==> src/hcp_pkg.sv <==
package hcp_pkg;

  localparam int MODULUS = 26;

  localparam int LETTER_W = 5;
  localparam int RES_W    = (MODULUS > 1) ? $clog2(MODULUS) : 1;
  localparam int INV_N    = 1 << RES_W;

  // products, dot sums and the biased determinant all stay below 2 * MODULUS^2
  localparam int PROD_W   = $clog2(2 * MODULUS * MODULUS);
  localparam int RECIP_W  = 16;
  localparam int QMUL_W   = PROD_W + RECIP_W;

  localparam logic [RECIP_W-1:0] RECIP    = RECIP_W'((1 << RECIP_W) / MODULUS);
  localparam logic [PROD_W-1:0]  MOD_P    = PROD_W'(MODULUS);
  localparam logic [RES_W:0]     MOD_R    = (RES_W + 1)'(MODULUS);
  localparam logic [PROD_W-1:0]  DET_BIAS = PROD_W'(MODULUS * MODULUS);

  localparam logic [LETTER_W-1:0] PAD_LETTER = LETTER_W'(23);

  localparam logic [LETTER_W-1:0] KEY_TL_RST = LETTER_W'(7);
  localparam logic [LETTER_W-1:0] KEY_TR_RST = LETTER_W'(8);
  localparam logic [LETTER_W-1:0] KEY_BL_RST = LETTER_W'(11);
  localparam logic [LETTER_W-1:0] KEY_BR_RST = LETTER_W'(11);

  typedef enum logic [1:0] {
    REG_KEY_TL = 2'd0,
    REG_KEY_TR = 2'd1,
    REG_KEY_BL = 2'd2,
    REG_KEY_BR = 2'd3
  } reg_index_t;

  typedef logic [31:0][RES_W-1:0]    red5_tbl_t;
  typedef logic [INV_N-1:0][RES_W-1:0] inv_tbl_t;
  typedef logic [INV_N-1:0]          inv_ok_t;

  function automatic red5_tbl_t build_red5();
    red5_tbl_t t;
    for (int i = 0; i < 32; i++) begin
      t[i] = RES_W'(i % MODULUS);
    end
    return t;
  endfunction

  function automatic inv_tbl_t build_inv();
    inv_tbl_t t;
    t = '0;
    for (int r = 0; r < INV_N; r++) begin
      for (int x = MODULUS - 1; x >= 1; x--) begin
        if (r < MODULUS && ((r * x) % MODULUS) == 1) begin
          t[r] = RES_W'(x);
        end
      end
    end
    return t;
  endfunction

  function automatic inv_ok_t build_inv_ok();
    inv_ok_t t;
    t = '0;
    for (int r = 0; r < INV_N; r++) begin
      for (int x = 1; x < MODULUS; x++) begin
        if (r < MODULUS && ((r * x) % MODULUS) == 1) begin
          t[r] = 1'b1;
        end
      end
    end
    return t;
  endfunction

  localparam red5_tbl_t RED5_TBL = build_red5();
  localparam inv_tbl_t  INV_TBL  = build_inv();
  localparam inv_ok_t   INV_OK   = build_inv_ok();

  // quotient estimate by reciprocal, low by at most one
  function automatic logic [PROD_W-1:0] red_quot(input logic [PROD_W-1:0] x);
    logic [QMUL_W-1:0] p;
    p = QMUL_W'(x) * QMUL_W'(RECIP);
    return p[QMUL_W-1:RECIP_W];
  endfunction

  function automatic logic [RES_W-1:0] red_fin(input logic [PROD_W-1:0] x,
                                               input logic [PROD_W-1:0] q);
    logic [PROD_W-1:0] qm;
    logic [PROD_W-1:0] r;
    qm = PROD_W'(q * MOD_P);
    r  = x - qm;
    if (r >= MOD_P) begin
      r = r - MOD_P;
    end
    return r[RES_W-1:0];
  endfunction

  function automatic logic [RES_W-1:0] neg_m(input logic [RES_W-1:0] v);
    logic [RES_W:0] t;
    t = MOD_R - {1'b0, v};
    return (v == '0) ? '0 : t[RES_W-1:0];
  endfunction

  function automatic logic [PROD_W-1:0] mul_r(input logic [RES_W-1:0] x,
                                              input logic [RES_W-1:0] y);
    return PROD_W'(x) * PROD_W'(y);
  endfunction

endpackage

==> src/hill_cipher_pair.sv <==
// Hill cipher 2x2 on letter pairs, modulo hcp_pkg::MODULUS.
// Pipeline: eleven register stages from input transaction to result.
// Throughput: one pair per cycle; a stalled stage holds and bubbles close up.
// Reset: synchronous, active high; clears all stage valids and loads the key
// registers with 7, 8, 11, 11.
module hill_cipher_pair (
  input  logic                          clk,
  input  logic                          rst,
  input  logic                          in_valid,
  output logic                          in_stall,
  input  logic                          mode,
  input  logic [hcp_pkg::LETTER_W-1:0]  first_letter,
  input  logic [hcp_pkg::LETTER_W-1:0]  second_letter,
  input  logic                          second_missing,
  output logic                          out_valid,
  input  logic                          out_stall,
  output logic [hcp_pkg::LETTER_W-1:0]  first_out,
  output logic [hcp_pkg::LETTER_W-1:0]  second_out,
  output logic                          key_error,
  input  logic                          cfg_valid,
  output logic                          cfg_ready,
  input  logic [1:0]                    cfg_index,
  input  logic [hcp_pkg::LETTER_W-1:0]  cfg_data
);

  localparam int RW = hcp_pkg::RES_W;
  localparam int PW = hcp_pkg::PROD_W;

  logic [hcp_pkg::LETTER_W-1:0] key_tl, key_tr, key_bl, key_br;

  logic [11:1] vld;
  logic [11:1] rdy;

  // stage 1: reduced key and letters
  logic          s1_mode;
  logic [RW-1:0] s1_p0, s1_p1, s1_a, s1_b, s1_c, s1_d;
  // stage 2: biased determinant
  logic          s2_mode;
  logic [RW-1:0] s2_p0, s2_p1, s2_a, s2_b, s2_c, s2_d;
  logic [PW-1:0] s2_v;
  // stage 3: quotient
  logic          s3_mode;
  logic [RW-1:0] s3_p0, s3_p1, s3_a, s3_b, s3_c, s3_d;
  logic [PW-1:0] s3_v, s3_q;
  // stage 4: determinant
  logic          s4_mode;
  logic [RW-1:0] s4_p0, s4_p1, s4_a, s4_b, s4_c, s4_d, s4_det;
  // stage 5: inverse
  logic          s5_mode, s5_err;
  logic [RW-1:0] s5_p0, s5_p1, s5_a, s5_b, s5_c, s5_d, s5_inv, s5_nb, s5_nc;
  // stage 6: inverse key products
  logic          s6_mode, s6_err;
  logic [RW-1:0] s6_p0, s6_p1, s6_a, s6_b, s6_c, s6_d;
  logic [PW-1:0] s6_x00, s6_x01, s6_x10, s6_x11;
  // stage 7: quotients
  logic          s7_mode, s7_err;
  logic [RW-1:0] s7_p0, s7_p1, s7_a, s7_b, s7_c, s7_d;
  logic [PW-1:0] s7_x00, s7_x01, s7_x10, s7_x11;
  logic [PW-1:0] s7_q00, s7_q01, s7_q10, s7_q11;
  // stage 8: inverse key
  logic          s8_mode, s8_err;
  logic [RW-1:0] s8_p0, s8_p1, s8_a, s8_b, s8_c, s8_d;
  logic [RW-1:0] s8_i00, s8_i01, s8_i10, s8_i11;
  // stage 9: dot sums
  logic          s9_err;
  logic [PW-1:0] s9_y0, s9_y1;
  // stage 10: quotients
  logic          s10_err;
  logic [PW-1:0] s10_y0, s10_y1, s10_q0, s10_q1;

  logic [RW-1:0] m00, m01, m10, m11;
  logic [RW-1:0] r0, r1;

  assign cfg_ready = 1'b1;

  always_ff @(posedge clk) begin
    if (rst) begin
      key_tl <= hcp_pkg::KEY_TL_RST;
      key_tr <= hcp_pkg::KEY_TR_RST;
      key_bl <= hcp_pkg::KEY_BL_RST;
      key_br <= hcp_pkg::KEY_BR_RST;
    end else if (cfg_valid && cfg_ready) begin
      case (hcp_pkg::reg_index_t'(cfg_index))
        hcp_pkg::REG_KEY_TL: key_tl <= cfg_data;
        hcp_pkg::REG_KEY_TR: key_tr <= cfg_data;
        hcp_pkg::REG_KEY_BL: key_bl <= cfg_data;
        hcp_pkg::REG_KEY_BR: key_br <= cfg_data;
        default: ;
      endcase
    end
  end

  always_comb begin
    rdy[11] = !vld[11] || !out_stall;
    for (int k = 10; k >= 1; k--) begin
      rdy[k] = !vld[k] || rdy[k+1];
    end
  end

  assign in_stall  = !rdy[1];
  assign out_valid = vld[11];

  always_ff @(posedge clk) begin
    if (rst) begin
      vld <= '0;
    end else begin
      if (rdy[1]) begin
        vld[1] <= in_valid;
      end
      for (int k = 2; k <= 11; k++) begin
        if (rdy[k]) begin
          vld[k] <= vld[k-1];
        end
      end
    end
  end

  always_ff @(posedge clk) begin
    if (rdy[1]) begin
      s1_mode <= mode;
      s1_p0   <= hcp_pkg::RED5_TBL[first_letter];
      s1_p1   <= (!mode && second_missing) ? hcp_pkg::RED5_TBL[hcp_pkg::PAD_LETTER]
                                           : hcp_pkg::RED5_TBL[second_letter];
      s1_a    <= hcp_pkg::RED5_TBL[key_tl];
      s1_b    <= hcp_pkg::RED5_TBL[key_tr];
      s1_c    <= hcp_pkg::RED5_TBL[key_bl];
      s1_d    <= hcp_pkg::RED5_TBL[key_br];
    end
  end

  always_ff @(posedge clk) begin
    if (rdy[2]) begin
      s2_mode <= s1_mode;
      s2_p0   <= s1_p0;
      s2_p1   <= s1_p1;
      s2_a    <= s1_a;
      s2_b    <= s1_b;
      s2_c    <= s1_c;
      s2_d    <= s1_d;
      s2_v    <= hcp_pkg::mul_r(s1_a, s1_d) + hcp_pkg::DET_BIAS
                 - hcp_pkg::mul_r(s1_b, s1_c);
    end
  end

  always_ff @(posedge clk) begin
    if (rdy[3]) begin
      s3_mode <= s2_mode;
      s3_p0   <= s2_p0;
      s3_p1   <= s2_p1;
      s3_a    <= s2_a;
      s3_b    <= s2_b;
      s3_c    <= s2_c;
      s3_d    <= s2_d;
      s3_v    <= s2_v;
      s3_q    <= hcp_pkg::red_quot(s2_v);
    end
  end

  always_ff @(posedge clk) begin
    if (rdy[4]) begin
      s4_mode <= s3_mode;
      s4_p0   <= s3_p0;
      s4_p1   <= s3_p1;
      s4_a    <= s3_a;
      s4_b    <= s3_b;
      s4_c    <= s3_c;
      s4_d    <= s3_d;
      s4_det  <= hcp_pkg::red_fin(s3_v, s3_q);
    end
  end

  always_ff @(posedge clk) begin
    if (rdy[5]) begin
      s5_mode <= s4_mode;
      s5_p0   <= s4_p0;
      s5_p1   <= s4_p1;
      s5_a    <= s4_a;
      s5_b    <= s4_b;
      s5_c    <= s4_c;
      s5_d    <= s4_d;
      s5_inv  <= hcp_pkg::INV_TBL[s4_det];
      s5_err  <= !hcp_pkg::INV_OK[s4_det];
      s5_nb   <= hcp_pkg::neg_m(s4_b);
      s5_nc   <= hcp_pkg::neg_m(s4_c);
    end
  end

  always_ff @(posedge clk) begin
    if (rdy[6]) begin
      s6_mode <= s5_mode;
      s6_err  <= s5_err;
      s6_p0   <= s5_p0;
      s6_p1   <= s5_p1;
      s6_a    <= s5_a;
      s6_b    <= s5_b;
      s6_c    <= s5_c;
      s6_d    <= s5_d;
      s6_x00  <= hcp_pkg::mul_r(s5_d, s5_inv);
      s6_x01  <= hcp_pkg::mul_r(s5_nb, s5_inv);
      s6_x10  <= hcp_pkg::mul_r(s5_nc, s5_inv);
      s6_x11  <= hcp_pkg::mul_r(s5_a, s5_inv);
    end
  end

  always_ff @(posedge clk) begin
    if (rdy[7]) begin
      s7_mode <= s6_mode;
      s7_err  <= s6_err;
      s7_p0   <= s6_p0;
      s7_p1   <= s6_p1;
      s7_a    <= s6_a;
      s7_b    <= s6_b;
      s7_c    <= s6_c;
      s7_d    <= s6_d;
      s7_x00  <= s6_x00;
      s7_x01  <= s6_x01;
      s7_x10  <= s6_x10;
      s7_x11  <= s6_x11;
      s7_q00  <= hcp_pkg::red_quot(s6_x00);
      s7_q01  <= hcp_pkg::red_quot(s6_x01);
      s7_q10  <= hcp_pkg::red_quot(s6_x10);
      s7_q11  <= hcp_pkg::red_quot(s6_x11);
    end
  end

  always_ff @(posedge clk) begin
    if (rdy[8]) begin
      s8_mode <= s7_mode;
      s8_err  <= s7_err;
      s8_p0   <= s7_p0;
      s8_p1   <= s7_p1;
      s8_a    <= s7_a;
      s8_b    <= s7_b;
      s8_c    <= s7_c;
      s8_d    <= s7_d;
      s8_i00  <= hcp_pkg::red_fin(s7_x00, s7_q00);
      s8_i01  <= hcp_pkg::red_fin(s7_x01, s7_q01);
      s8_i10  <= hcp_pkg::red_fin(s7_x10, s7_q10);
      s8_i11  <= hcp_pkg::red_fin(s7_x11, s7_q11);
    end
  end

  always_comb begin
    if (s8_mode) begin
      m00 = s8_i00;
      m01 = s8_i01;
      m10 = s8_i10;
      m11 = s8_i11;
    end else begin
      m00 = s8_a;
      m01 = s8_b;
      m10 = s8_c;
      m11 = s8_d;
    end
  end

  always_ff @(posedge clk) begin
    if (rdy[9]) begin
      s9_err <= s8_err;
      s9_y0  <= hcp_pkg::mul_r(m00, s8_p0) + hcp_pkg::mul_r(m01, s8_p1);
      s9_y1  <= hcp_pkg::mul_r(m10, s8_p0) + hcp_pkg::mul_r(m11, s8_p1);
    end
  end

  always_ff @(posedge clk) begin
    if (rdy[10]) begin
      s10_err <= s9_err;
      s10_y0  <= s9_y0;
      s10_y1  <= s9_y1;
      s10_q0  <= hcp_pkg::red_quot(s9_y0);
      s10_q1  <= hcp_pkg::red_quot(s9_y1);
    end
  end

  assign r0 = hcp_pkg::red_fin(s10_y0, s10_q0);
  assign r1 = hcp_pkg::red_fin(s10_y1, s10_q1);

  always_ff @(posedge clk) begin
    if (rdy[11]) begin
      key_error  <= s10_err;
      first_out  <= s10_err ? '0 : hcp_pkg::LETTER_W'(r0);
      second_out <= s10_err ? '0 : hcp_pkg::LETTER_W'(r1);
    end
  end

endmodule
==> config.mk <==
export PLATFORM = sky130hd
export DESIGN_NAME = hill_cipher_pair
export DESIGN_NICKNAME = d
export VERILOG_FILES = /design/src/hcp_pkg.sv /design/src/hill_cipher_pair.sv
export SDC_FILE = /design/constraint.sdc
export NUM_CORES = 2
export LEC_CHECK = 0
export ABC_AREA = 1
export CAP_MARGIN = 5
export CORE_MARGIN = 1.5
export CORE_UTILIZATION = 50
export CTS_BUF_LIST = sky130_fd_sc_hd__clkbuf_8
export CTS_CLUSTER_DIAMETER = 80
export DETAILED_ROUTE_END_ITERATION = 10
export DONT_BUFFER_PORTS = 1
export GPL_ROUTABILITY_DRIVEN = 0
export PLACE_DENSITY = 0.73
export SETUP_SLACK_MARGIN = 0.1
export SLEW_MARGIN = 40
export SYNTH_ARGS = -nofsm -noshare
export SYNTH_HDL_FRONTEND = slang
export SYNTH_SLANG_ARGS = --single-unit
==> constraint.sdc <==
create_clock -name clk -period 7 [get_ports clk]
set_clock_uncertainty 0.15 [all_clocks]
set_input_delay 1.05 -clock clk [delete_from_list [all_inputs] [get_ports clk]]
set_output_delay 1.05 -clock clk [all_outputs]
set_load 0.02 [all_outputs]
==> results by group <==
Clocking
  • Cts repair resizes: 0
  • Clock tree buffer depth: 3
  • Num Clock Sinks: around 530
  • Root buf cell: clkbuf_8
  • CTS buffer count: 89
  • Hold-fix buffers at CTS: 0
  • Clock latency on the worst-skew pair: 720 ps
  • Clock transition at path regs: ~70 ps
  • Setup bufs post-CTS: 0
  • H-tree Lvls: 3
  • TritonCTS clock tree: done

Logic synthesis
  • Post-synth EDFFs: 496
  • Syn nets: 5,295
  • Share of the synthesized area in the top cell type: 0.3439
  • Synth Cell Area: 43,320 sq um
  • Unique masters post-synth: 49
  • Yosys reg bits: 528
  • Sequential share of the synthesized area: 0.3586
  • Cells after synthesis: 4,234
  • Largest area contributor in the netlist: edfxtp_1
  • Synth warnings: 0
  • Largest cells by area after synthesis: edfxtp_1, ha_1, fa_1
  • Asr flop ratio synth: 0
  • Post-synth top flop: edfxtp_1
  • Average size of a mapped cell: 10.23 sq um

Global route
  • Pin count of the biggest net entering global routing: 74
  • First-pass GRT wire length: 126.6 mm
  • Vias in the first global route: 27.66k
  • Gr usage total: 0.1721
  • Initial antenna violation count: 1
  • Gr ovfl total: 0

Setup path
  • Setup Crit Path Kind: register to register
  • Startpoint Class: register
  • Worst R2R Setup Slack: 1010 ps
  • Reg2reg end: s9_y1[10]
  • Crit end category: register
  • Worst Reg-to-Reg Cells: 20
  • Critical path arrival: 6290 ps
  • Worst Setup SP: s8_mode
  • CP required: 7300 ps
  • CP max FO: 12
  • Critical R2R Launch: s8_mode

Place
  • Number of port buffers: 0
  • Dpl ws: roughly 1000 ps
  • Dpl cells: 5,365
  • Placed wire-length estimate: 58.73 mm

Timing
  • Tcrit/Tclk final: 0.8563
  • Slew @ Worst Pin: 843.8 ps
  • F_max: 0.1668 GHz
  • Setup TNS: 0 ps
  • Setup-failing EPs final: 0
  • Tmin final: ~6000 ps
  • RSZ-0062 raised after global routing: false
  • Setup WS post-layout: 1006 ps
  • Final hold vios: 0
  • Worst rel slew slack: 0.4375
  • Final Slew Violations: 0

Layout
  • Finished Layout Cells: about 5.5k
  • Post-Route Utilization: 0.5443
  • Share of cells above drive strength 1: 0.04283
  • Fill count: 7,240
  • Layout net count: 5,376
  • Layout area overhead: 7.505%

Route
  • Vias: 27.16k
  • Routed wire length: 73.12 mm
  • DR vias/cell: approximately 4.9
  • Drt pass-1 iters: 8
  • Routed Antenna Nets: 0
  • # DRC: 0
  • 1st-iter DRT viols: about 1.2k
  • Avg WL per Cell: 13.21 microns

Floorplan
  • Die area: slightly below 90,000 sq um
  • Die Width: 297.3 microns
  • # rows: between 100 and 150
  • CORE AREA: 85,550 sq um
  • IO Count: 38
  • Die height: 297.3 microns
  • Starting Density: 0.5063

Run status
  • Outcome: complete, no violations

Worst hold path
  • Hold Path End: vld[1]
  • Worst hold path type: input pin to register
  • Min-Delay Path Depth: 1
  • Worst hold start: rst

Job
  • Max cap viols: 0
-- cell type report --
| class | instances | area, sq um | area share |
|---|---|---|---|
| tap | 1144 | 1431 | 0.03074 |
| clock inverter | 72 | 508.0 | 0.01091 |
| antenna | 1 | 2.502 | 0.00005374 |
| timing repair buffer | 11 | 97.59 | 0.002096 |
| clock buffer | 93 | 1280 | 0.02749 |
| inverter | 1074 | 4041 | 0.08679 |
| sequential | 528 | 15530 | 0.3336 |
| multi-input combinational | 2611 | 23670 | 0.5083 |
-- synthesized netlist by cell type, drive strengths merged, types with 16 or more instances --
cell and n:
a21oi 205, clkbuf 18, dfxtp 32, edfxtp 496
fa 371, ha 666, inv 1070, nand2 610
nand3 136, nand4 35, nor2 207, o21ai 101
o21bai 18, or2 16, xnor2 36, xor2 119
-- worst max-delay path by stage --
| stage | endpoint | slack (ps) | cells after the start |
|---|---|---|---|
| floorplan | in_stall | 760 | 12 |
| global placement | s9_y1[10] | 1060 | 18 |
| detailed placement | s9_y1[10] | 980 | 18 |
| CTS | s9_y1[10] | 920 | 18 |
| global route | s9_y1[10] | 660 | 22 |
| finish | s9_y1[10] | 1010 | 20 |
-- cells by family (layout without fill, tap and decap cells) --
group,after synthesis,after routing,synth area share
mux,8,8,0.001849
xor+xnor,155,155,0.03134
flops,528,528,0.3586
fa+ha+maj,1037,1037,0.3638
buf+inv,1095,1250,0.09518
other cells,1,2,0.00008657
simple gates,1031,1031,0.1008
compound gates,379,379,0.04824
-- cells in the final DEF, fill, tap and decap left out, drive strengths merged --
cell / instances
clkinvlp: 5
conb: 1
mux2i: 8
o31ai: 2
xnor2: 36
nand2: 610
o21bai: 18
buf: 11
dfxtp: 32
bufinv: 4
o2111ai: 6
nand3b: 8
a31oi: 6
nor3: 13
clkbuf: 93
o22ai: 2
or2: 16
xor2: 119
clkinv: 42
inv: 1095
nor2: 207
a21o: 13
nor4: 2
a21boi: 8
o211ai: 6
a21oi: 205
edfxtp: 496
a211oi: 4
fa: 371
nand4: 35
o221ai: 2
and2: 3
o21a: 4
o21ai: 101
ha: 666
nand3: 136
o311ai: 2
diode: 1
or3: 1
-- stage by stage --
step,hold slack (ps),cell area (sq um)
finish,233.6,46570
global route,180.8,46570
CTS,161.2,46530
detailed placement,254.5,44740
global placement,250.7,44720
floorplan,250.3,43320
-- sequential cells by signal, summed over array words and instances (netlist names), 6 cells and up, named ones only --
| name | count |
|---|---|
| s7_q00 | 6 |
| s6_x10 | 10 |
| s7_x11 | 10 |
| s7_q01 | 6 |
| s7_x10 | 10 |
| s2_v | 11 |
| s9_y0 | 11 |
| s7_q11 | 6 |
| s7_q10 | 6 |
| s3_v | 11 |
| s7_x01 | 10 |
| s3_q | 7 |
| s10_q1 | 7 |
| s6_x11 | 10 |
| s10_y1 | 11 |
| s6_x01 | 10 |
| s9_y1 | 11 |
| s10_y0 | 11 |
| s7_x00 | 10 |
| s6_x00 | 10 |
| s10_q0 | 7 |
| vld | 11 |
-- metal layers --
metal / vias up / track usage / share of wire
met3: 155 / 0.02732 / 0.037
met5: - / 0 / 0
met2: 423 / 0.2973 / 0.48
met4: 0 / 0.06608 / 0.034
met1: 12843 / 0.2168 / 0.45
li1: 13734 / - / -
-- critical path, cell delays in order (launching register included) --
cell	delay (ps)
edfxtp_1	590
buf_6	250
o21ai_0	480
nor2_1	130
fa_1	580
fa_1	460
fa_1	550
inv_1	60
fa_1	520
inv_1	60
fa_1	470
ha_1	360
nand2_1	100
o21ai_0	90
a21oi_1	230
nor2_1	80
o21ai_0	150
nand2_1	100
a21oi_1	130
o21bai_1	80
xor2_1	140
Power is left out: the tool's default activity adds up to more than one toggle a clock period on the data nets, which glitch-free logic cannot reach.
